**config.mk**
```make
export PLATFORM = sky130hd
export DESIGN_NAME = bsb_ctrl
export DESIGN_NICKNAME = d
export VERILOG_FILES = /design/src/sv/bsb_pkg.sv /design/src/sv/bsb_ctrl.sv
export SDC_FILE = /design/constraint.sdc
export NUM_CORES = 1
export LEC_CHECK = 0
export BUFFER_PORTS_ARGS = -buffer_cell sky130_fd_sc_hd__buf_2
export CORE_MARGIN = 2
export CORE_UTILIZATION = 35
export DETAILED_ROUTE_END_ITERATION = 16
export GPL_TIMING_DRIVEN = 0
export SLEW_MARGIN = 40
export SYNTH_ARGS = -nofsm -noshare
export SYNTH_HDL_FRONTEND = slang
export SYNTH_SLANG_ARGS = --single-unit
```
**constraint.sdc**
```tcl
create_clock -name clk -period 3.1 [get_ports clk]
set_input_delay 0.31 -clock clk [delete_from_list [all_inputs] [get_ports clk]]
set_output_delay 0.31 -clock clk [all_outputs]
set_load 0.01 [all_outputs]
```
**src/sv/bsb_pkg.sv**
```systemverilog
package bsb_pkg;

	// action codes of an input item
	localparam logic ACT_WRITE = 1'b0;
	localparam logic ACT_EVAL  = 1'b1;

	// loop counter and knot offset widths, sized for the largest supported degree
	localparam int J_W   = 4;
	localparam int OFF_W = 5;

	localparam logic signed [31:0] Q_ONE = 32'sh0001_0000;
	localparam logic signed [31:0] S32_MAX = 32'sh7FFF_FFFF;
	localparam logic signed [31:0] S32_MIN = 32'sh8000_0000;

	// divider: |num| << 16 over |den|, one quotient bit per cycle
	localparam int NUM_W     = 33;
	localparam int DVD_W     = 49;
	localparam int DIV_STEPS = 49;
	localparam int CNT_W     = 6;

	localparam logic [15:0] THR_RESET = 16'd7;

	typedef enum logic [4:0] {
		S_IDLE,
		S_Z_RD0,
		S_Z_RD1,
		S_Z_CAP,
		S_Z_WR,
		S_R_RD0,
		S_R_RD1,
		S_R_RD2,
		S_R_RD3,
		S_R_CAP,
		S_R_D1,
		S_R_W1,
		S_R_D2,
		S_R_W2,
		S_R_M1,
		S_R_T1,
		S_R_M2,
		S_R_T2,
		S_R_WR,
		S_DONE
	} state_t;

	typedef enum logic [2:0] {
		CAP_NONE,
		CAP_T0,
		CAP_T1,
		CAP_TR,
		CAP_TR1
	} cap_t;

	typedef enum logic [1:0] {
		MUL_NONE,
		MUL_LEFT,
		MUL_RIGHT
	} mul_t;

	typedef enum logic [1:0] {
		TRN_NONE,
		TRN_A,
		TRN_B
	} trn_t;

	typedef enum logic {
		LV_INTERVAL,
		LV_SUM
	} lv_src_t;

	typedef enum logic {
		DIV_LEFT,
		DIV_RIGHT
	} div_sel_t;

	typedef struct packed {
		logic             kn_rd;
		logic [OFF_W-1:0] kn_off;
		cap_t             cap;
		logic             lv_rd;
		logic             lv_wr;
		lv_src_t          lv_src;
		logic [J_W-1:0]   lv_j;
		logic             div_start;
		div_sel_t         div_sel;
		logic             cap_f1;
		logic             cap_f2;
		mul_t             mul;
		trn_t             trn;
	} cmd_t;

	typedef struct packed {
		logic div_done;
	} sts_t;

endpackage

```
**src/sv/bsb_ctrl.sv**
```systemverilog
module bsb_ctrl #(
	parameter int MAX_KNOTS  = 64,
	parameter int MAX_DEGREE = 7
) (
	input  logic          clk,
	input  logic          arst_n,
	input  logic          accept,
	input  logic          action,
	input  logic [5:0]    span_index,
	input  logic [2:0]    degree,
	input  bsb_pkg::sts_t sts,
	output bsb_pkg::cmd_t cmd,
	output logic          busy,
	output logic          done,
	output logic          err
);
	import bsb_pkg::*;

	state_t         state_q, state_d;
	logic [J_W-1:0] k_q, j_q, j_d, r_q, r_d;
	logic           err_q;
	logic           err_in;

	assign err_in = (32'(degree) > MAX_DEGREE) ||
		(32'(span_index) + 32'(degree) + 32'd1 >= MAX_KNOTS);

	always_ff @(posedge clk or negedge arst_n) begin
		if (!arst_n) begin
			state_q <= S_IDLE;
			err_q   <= 1'b0;
			k_q     <= '0;
			j_q     <= '0;
			r_q     <= '0;
		end else begin
			state_q <= state_d;
			j_q     <= j_d;
			r_q     <= r_d;
			if (accept && action == ACT_EVAL) begin
				err_q <= err_in;
				k_q   <= J_W'(degree);
			end
		end
	end

	always_comb begin
		state_d = state_q;
		j_d     = j_q;
		r_d     = r_q;
		cmd     = '0;
		case (state_q)
			S_IDLE: begin
				if (accept && action == ACT_EVAL) begin
					j_d     = '0;
					r_d     = '0;
					state_d = err_in ? S_DONE : S_Z_RD0;
				end
			end
			S_Z_RD0: begin
				cmd.kn_rd  = 1'b1;
				cmd.kn_off = OFF_W'(j_q);
				state_d    = S_Z_RD1;
			end
			S_Z_RD1: begin
				cmd.kn_rd  = 1'b1;
				cmd.kn_off = OFF_W'(j_q) + OFF_W'(1);
				cmd.cap    = CAP_T0;
				state_d    = S_Z_CAP;
			end
			S_Z_CAP: begin
				cmd.cap = CAP_T1;
				state_d = S_Z_WR;
			end
			S_Z_WR: begin
				cmd.lv_wr  = 1'b1;
				cmd.lv_src = LV_INTERVAL;
				cmd.lv_j   = j_q;
				if (j_q == k_q) begin
					j_d = '0;
					r_d = J_W'(1);
					state_d = (k_q == '0) ? S_DONE : S_R_RD0;
				end else begin
					j_d     = j_q + J_W'(1);
					state_d = S_Z_RD0;
				end
			end
			S_R_RD0: begin
				cmd.kn_rd  = 1'b1;
				cmd.kn_off = OFF_W'(j_q);
				cmd.lv_rd  = 1'b1;
				cmd.lv_j   = j_q;
				state_d    = S_R_RD1;
			end
			S_R_RD1: begin
				cmd.kn_rd  = 1'b1;
				cmd.kn_off = OFF_W'(j_q) + OFF_W'(1);
				cmd.cap    = CAP_T0;
				state_d    = S_R_RD2;
			end
			S_R_RD2: begin
				cmd.kn_rd  = 1'b1;
				cmd.kn_off = OFF_W'(j_q) + OFF_W'(r_q);
				cmd.cap    = CAP_T1;
				state_d    = S_R_RD3;
			end
			S_R_RD3: begin
				cmd.kn_rd  = 1'b1;
				cmd.kn_off = OFF_W'(j_q) + OFF_W'(r_q) + OFF_W'(1);
				cmd.cap    = CAP_TR;
				state_d    = S_R_CAP;
			end
			S_R_CAP: begin
				cmd.cap = CAP_TR1;
				state_d = S_R_D1;
			end
			S_R_D1: begin
				cmd.div_start = 1'b1;
				cmd.div_sel   = DIV_LEFT;
				state_d       = S_R_W1;
			end
			S_R_W1: begin
				if (sts.div_done) begin
					cmd.cap_f1 = 1'b1;
					state_d    = S_R_D2;
				end
			end
			S_R_D2: begin
				cmd.div_start = 1'b1;
				cmd.div_sel   = DIV_RIGHT;
				state_d       = S_R_W2;
			end
			S_R_W2: begin
				if (sts.div_done) begin
					cmd.cap_f2 = 1'b1;
					state_d    = S_R_M1;
				end
			end
			S_R_M1: begin
				cmd.mul = MUL_LEFT;
				state_d = S_R_T1;
			end
			S_R_T1: begin
				cmd.trn = TRN_A;
				state_d = S_R_M2;
			end
			S_R_M2: begin
				cmd.mul = MUL_RIGHT;
				state_d = S_R_T2;
			end
			S_R_T2: begin
				cmd.trn = TRN_B;
				state_d = S_R_WR;
			end
			S_R_WR: begin
				cmd.lv_wr  = 1'b1;
				cmd.lv_src = LV_SUM;
				cmd.lv_j   = j_q;
				// last entry of this level
				if (J_W'(j_q + r_q) == k_q) begin
					j_d = '0;
					if (r_q == k_q) begin
						state_d = S_DONE;
					end else begin
						r_d     = r_q + J_W'(1);
						state_d = S_R_RD0;
					end
				end else begin
					j_d     = j_q + J_W'(1);
					state_d = S_R_RD0;
				end
			end
			S_DONE: begin
				state_d = S_IDLE;
			end
			default: begin
				state_d = S_IDLE;
			end
		endcase
	end

	assign busy = state_q != S_IDLE;
	assign done = state_q == S_DONE;
	assign err  = err_q;

endmodule

```
==> results of run 1 <==
-- area by class of cell --
cell class | count | area [um2]
inverter | 11 | 41.29
tap | 70 | 87.58
timing repair buffer | 44 | 232.7
clock buffer | 4 | 45.04
fill | 516 | 2848
multi-input combinational | 180 | 1287
sequential | 17 | 427.9
buffer | 10 | 72.57
-- sequential cells by signal (all words and copies together) (netlist names) --
name     flops
k_q          3
err          1
j_q          4
state_q      5
r_q          4
-- routing by layer --
| layer | track usage (%) | wire [um] | share of wire, % |
|---|---|---|---|
| met5 | 0 | 0 | 0 |
| met4 | 5.818 | 55 | 1.2 |
| met1 | 23.29 | 2253 | 49 |
| met3 | 1.786 | 279 | 6.1 |
| met2 | 25.00 | 1970 | 43 |
-- worst max-delay path by stage --
stage	cells past startpoint	startpoint	to	slack (ps)
after floorplan	8	j_q[0]$_DFFE_PN0P_	cmd[22]	480
after CTS	9	r_q[0]$_DFFE_PN0P_	cmd[22]	8
after detailed placement	9	j_q[0]$_DFFE_PN0P_	cmd[22]	210
after global placement	9	j_q[0]$_DFFE_PN0P_	cmd[22]	240
final	9	r_q[0]$_DFFE_PN0P_	cmd[22]	110
after global routing	9	r_q[0]$_DFFE_PN0P_	cmd[22]	-0.9
-- logic make-up (layout without fill, tap and decap cells) --
group	Yosys count	count (layout)	synth area share, %
AO/OA/AOI/OAI	47	47	19.56
XOR/XNOR	15	15	8.086
adder cells (fa/ha/maj)	11	11	8.017
buffers and inverters	21	69	6.288
flip-flops	17	17	23.50
multiplexers	7	7	4.284
AND/OR/NAND/NOR	100	100	30.27
-- worst reg2reg max path: stages (launching register included) --
cell and delay, ps:
dfrtp_2 430, ha_1 220, fa_2 390, xor3_1 380, nor3_2 270, nor2_1 110, nor4_1 580, o221ai_1 190
-- per-stage QoR --
stage / hold WS (ps) / setup TNS, ps / area, um2 / worst slack [ps] / total power, mW
floorplan: 14.41 / 0 / 1810 / 477.4 / 1.309
global placement: 259.3 / 0 / 2098 / 239.0 / 1.617
detailed placement: 268.2 / 0 / 2098 / 206.3 / 1.619
CTS: 306.6 / 0 / 2166 / 7.590 / 1.813
global route: 319.2 / -0.8551 / 2195 / -0.8551 / 2.030
finish: 306.6 / 0 / 2195 / 112.5 / 1.855
-- report_power, final --
part,internal [mW],switching [mW],leakage (nW)
clock,0.0914,0.0777,0.0228
sequential,0.297,0.106,0.218
combinational,0.534,0.749,0.820
-- cells in the final DEF, fill, tap and decap left out, types with 4 or more instances in the layout --
master,synthesis,layout
a21oi_1,7,7
and2_1,6,6
buf_2,2,42
buf_4,2,5
clkbuf_1,3,4
clkbuf_8,1,4
dfrtp_1,17,15
ha_1,10,9
inv_1,11,11
mux2_2,6,6
nand2_1,25,25
nand2b_1,4,4
nand3_1,5,5
nor2_1,17,17
nor2b_1,6,6
nor3_1,11,10
o21ai_0,10,10
xor2_1,11,11
-- Yosys cell counts, types with 3 or more instances --
library cell	number	area, um2
nor3_1	11	55.05
nand2b_1	4	25.02
nor2_1	17	63.81
ha_1	10	125.1
and3_1	3	18.77
nor4_1	3	18.77
inv_1	11	41.29
mux2_2	6	67.56
o21ai_0	10	50.05
nor3_2	3	30.03
dfrtp_1	17	425.4
nand3_1	5	25.02
a22oi_1	3	22.52
xor2_1	11	96.34
xnor2_1	3	26.28
nand2_1	25	93.84
and2_1	6	37.54
nor2b_1	6	37.54
clkbuf_1	3	11.26
a21oi_1	7	35.03
a31oi_1	3	18.77
-- timing repair --
action,4_1_cts,5_1_grt
resized for setup,3,3
setup buffers,1,2
pin swaps,0,1
endpoints found under the setup margin,1,1
cloned,0,0
endpoints found under the hold margin,17,0
hold buffers,1,0
==> metrics.txt, run 1 <==
status=finished clean; first-pass GRT wire length=7.748 mm; drt pass-1 iters=4; total wire length=4.558 mm; Hold Startpoint=degree[2]; GRT Total Usage=16.15%; Hold Path Class=primary input to flip-flop; post-synthesis cell area=0.001810 mm2; clk sinks=17; Crit path max-delay family=adder cells; Tmin final=2988 ps; core box area=0.005042 mm2; Area Overhead vs Synth=21.22%; Final nets=292; Slew Limit Fails=0; Reg2Reg Launch Point=r_q[0]$_DFFE_PN0P_; Worst Max-Slew Pin Slew=629.7 ps; Synth Warn #=0; period utilization=96.37%; Die Width=75.92 um; Root Driver=clkbuf_8; Die ar.=0.005764 mm2; CP arrival=2680 ps; relative slew slack=57.64%; Initial Utilization=35.91%; Vias/cell=5.235; Crit path top cell by count=mux2_2; Synth Area per Inst=8.305 um2; Diodes inserted=0; Hold Path Depth=2; initial antenna violation count=0; Clock H-tree levels=1; Core Util, Final=43.52%; total global routing overflow=0; CP max-delay cell=fa_2; CTS max path bufs=2; PwrDens=845.1 mW/mm2; number of flops mapped to enable cells by yosys=0; WS Path Type=flip-flop to output port; vias post-DR=1759; hpwl dp=3.536 mm; Mapped Cells=218; slowest stage delay, CP=600 ps; Final setup viols=0; # IOs=41; worst-skew pair later-pin latency=250 ps; Req. time, crit path=2790 ps; Hold Path Sink=k_q[2]$_DFFE_PN0P_; Worst Setup End Kind=output port; wire length per cell=13.57 um; DRC viols=0; routability cong.=0.7791; DRT antenna net count=0; Port-buffer cells=40; worst r2r dst=r_q[3]$_DFFE_PN0P_; buffer and inverter count on the worst path=1; Max Cap Violations=0; # rows=26; CP max FO=5; clock-pin slew on the worst setup and hold paths=70 ps; largest net degree at the start of global routing=18; clock skew=1.139 ps; TritonCTS Buffers=3; fraction of registers with async set/reset=100.0%; fmax=334.7 MHz; Critical Path, Cell by Cell=ha_1 -> fa_2 -> mux2_2 -> ha_2 -> nand2_1 -> nor3_2 -> mux2_2 -> o21ai_1 -> buf_2; dpl cells=328; register bit total from synthesis=17; ys flop type=dfrtp_1; Syn Nets=243; peak supply drop=346.3 uV; fraction of layout cells with a size suffix above 1=29.70%; fin cells=336; cell count of the worst reg-to-reg path=7; CTS tree=built; library cells used by synthesis=61; initial DRC count=125; final hold vios=0; crit start category=flip-flop; vias in the first global route=1648; sequential share of the synthesized area=23.50%; Die Height=75.92 um; Worst R2R Setup Slack=380 ps; Pleak=1.061 nW
Power figures use the tool's default switching activity.
==> run 2: changes to the inputs <==
CORE_ASPECT_RATIO = 1.4   (was unset)
CTS_CLUSTER_SIZE = 10   (was unset)
==> run 2 against run 1 <==
Net effect: final cell count decreased by 0.30%; wire length increased by 3.8%; clock power increased by 4%; final area increased by 0.86%; register-to-register slack improved by 50 ps; count of clock-buffer cells in the layout decreased by 1; first-iteration DRC count decreased by 34%; sequential power increased by 2%; total power increased by 1.9%; critical path type unchanged; largest cell class unchanged; highest routed layer unchanged.
==> metrics.txt, run 2 (synthesis gave the netlist of run 1 again) <==
most common cell after layout, fill and taps aside=buf_2; dpl cell area=0.002093 mm2; hpwl dp=3.668 mm; Crit path max-delay family=adder cells; total global routing overflow=0; fin cells=335; Final nets=295; Max Cap Violations=0; Die Width=64.79 um; clock-pin slew on the worst setup and hold paths=70 ps; CP max-delay cell=fa_2; max reg flops=5; switching pwr=0.9423 mW; most flop-heavy register=state_q; clock skew=3.909 ps; fillers=536; Slew Limit Fails=0; core box area=0.005081 mm2; commonest non-fill, non-tap cells in the layout=42 x buf_2, 25 x nand2_1, 17 x nor2_1, 15 x dfrtp_1; RSZ-0062 raised after global routing=no; vias post-DR=1804; Final setup viols=0; vias in the first global route=1634; Largest regs=state_q (5), j_q (4), r_q (4); Critical Path, Cell by Cell=ha_1 -> fa_2 -> mux2_2 -> ha_2 -> nand2_1 -> nor3_2 -> mux2_2 -> o21ai_1 -> buf_2; DRC viols=0; Req. time, crit path=2790 ps; largest net degree at the start of global routing=18; power share of the sequential group=21.7%; Root Driver=clkbuf_8; status=finished clean; DRT antenna net count=0; Worst Setup End Kind=output port; CP max FO=5; Area Overhead vs Synth=22.25%; setup TNS=0 ps; Die ar.=0.005772 mm2; wire length per cell=14.12 um; # IOs=41; Tmin final=2970 ps; crit start category=flip-flop; worst-skew pair later-pin latency=260 ps; CP arrival=2660 ps; final hold vios=0; Initial Utilization=35.63%; PwrDens=854.0 mW/mm2; initial antenna violation count=0; period utilization=95.82%; Worst Max-Slew Pin Slew=609.8 ps; total wire length=4.731 mm; fmax=336.6 MHz; Pleak=1.079 nW; CTS max path bufs=2; GRT Total Usage=17.20%; peak supply drop=415.8 uV; Comb power frac=69.0%; Vias/cell=5.385; clk sinks=17; drt pass-1 iters=4; WL met1=1.991 mm; CTS tree=built; WS Path Type=flip-flop to output port; Clock power frac=9.3%; sw frac=49.85%; Crit path top cell by count=mux2_2; relative slew slack=59.04%; final instance area=0.002213 mm2; fraction of layout cells with a size suffix above 1=30.86%; dpl cells=324; Die Height=89.10 um; Clock H-tree levels=1; WL met2=2.573 mm; first-pass GRT wire length=7.866 mm; highest metal used=met4; Diodes inserted=0; metal3 WL=82 um; Port-buffer cells=40; routability cong.=0.8158; # rows=31; TritonCTS Buffers=3; Internal=0.9479 mW; Final WS setup=129.5 ps; pre-CTS setup slack=218.9 ps; initial DRC count=82; buffer and inverter count on the worst path=1; Hold Path Class=primary input to flip-flop; slowest stage delay, CP=590 ps; Hold WS=296.0 ps
-- run 2: what timing repair did --
| item | CTS | global route |
|---|---|---|
| endpoints found under the setup margin | 1 | 1 |
| hold endpoints to repair | 17 | 0 |
| buffers inserted | 0 | 6 |
| pin swaps | 0 | 1 |
| gates resized for setup | 2 | 4 |
| hold buffers | 1 | 0 |
-- run 2: path summary, 6_finish.rpt --
check | startpoint | to | slack [ps] | depth (start not counted)
worst min-delay path | degree[2] | k_q[2]$_DFFE_PN0P_ | 300 | 2
worst max register to register | j_q[0]$_DFFE_PN0P_ | r_q[3]$_DFFE_PN0P_ | 430 | 7
max in group asynchronous | arst_n | j_q[0]$_DFFE_PN0P_ | 2270 | 2
min in group asynchronous | arst_n | k_q[2]$_DFFE_PN0P_ | 510 | 2
worst min register to register | err$_DFFE_PN0P_ | err$_DFFE_PN0P_ | 520 | 1
worst max-delay path | j_q[0]$_DFFE_PN0P_ | cmd[22] | 130 | 9
-- run 2: routing by layer --
metal  global-route usage (%)  vias to the layer above
met5                        0                        -
met4                    7.350                        0
met3                    1.134                        7
met2                    31.87                       27
met1                    20.40                      877
li1                         -                      893
-- run 2: power groups by stage --
stage / clock [mW] / sequential (mW) / combinational, mW
CTS: 0.176 / 0.419 / 1.22
global route: 0.185 / 0.421 / 1.46
global placement: 0 / 0.419 / 1.21
floorplan: 0 / 0.383 / 0.927
finish: 0.175 / 0.411 / 1.30
detailed placement: 0 / 0.421 / 1.21
-- run 2: stage by stage --
| step | utilization, % | power (mW) |
|---|---|---|
| after floorplan | - | 1.309 |
| after global placement | 41.20 | 1.626 |
| after detailed placement | 41.20 | 1.630 |
| after CTS | 42.38 | 1.813 |
| after global routing | 43.56 | 2.066 |
| final | 43.56 | 1.890 |
-- run 2: layout make-up --
cell class	instances	area, um2	area share (%)
multi-input cells	180	1287	58.17
flip-flops and latches	17	427.9	19.33
repair buffers	47	255.2	11.53
well taps	66	82.58	3.731
plain buffers	10	72.57	3.279
clock buffers	3	41.29	1.865
inverters	11	41.29	1.865
clock inverters	1	5.005	0.2261
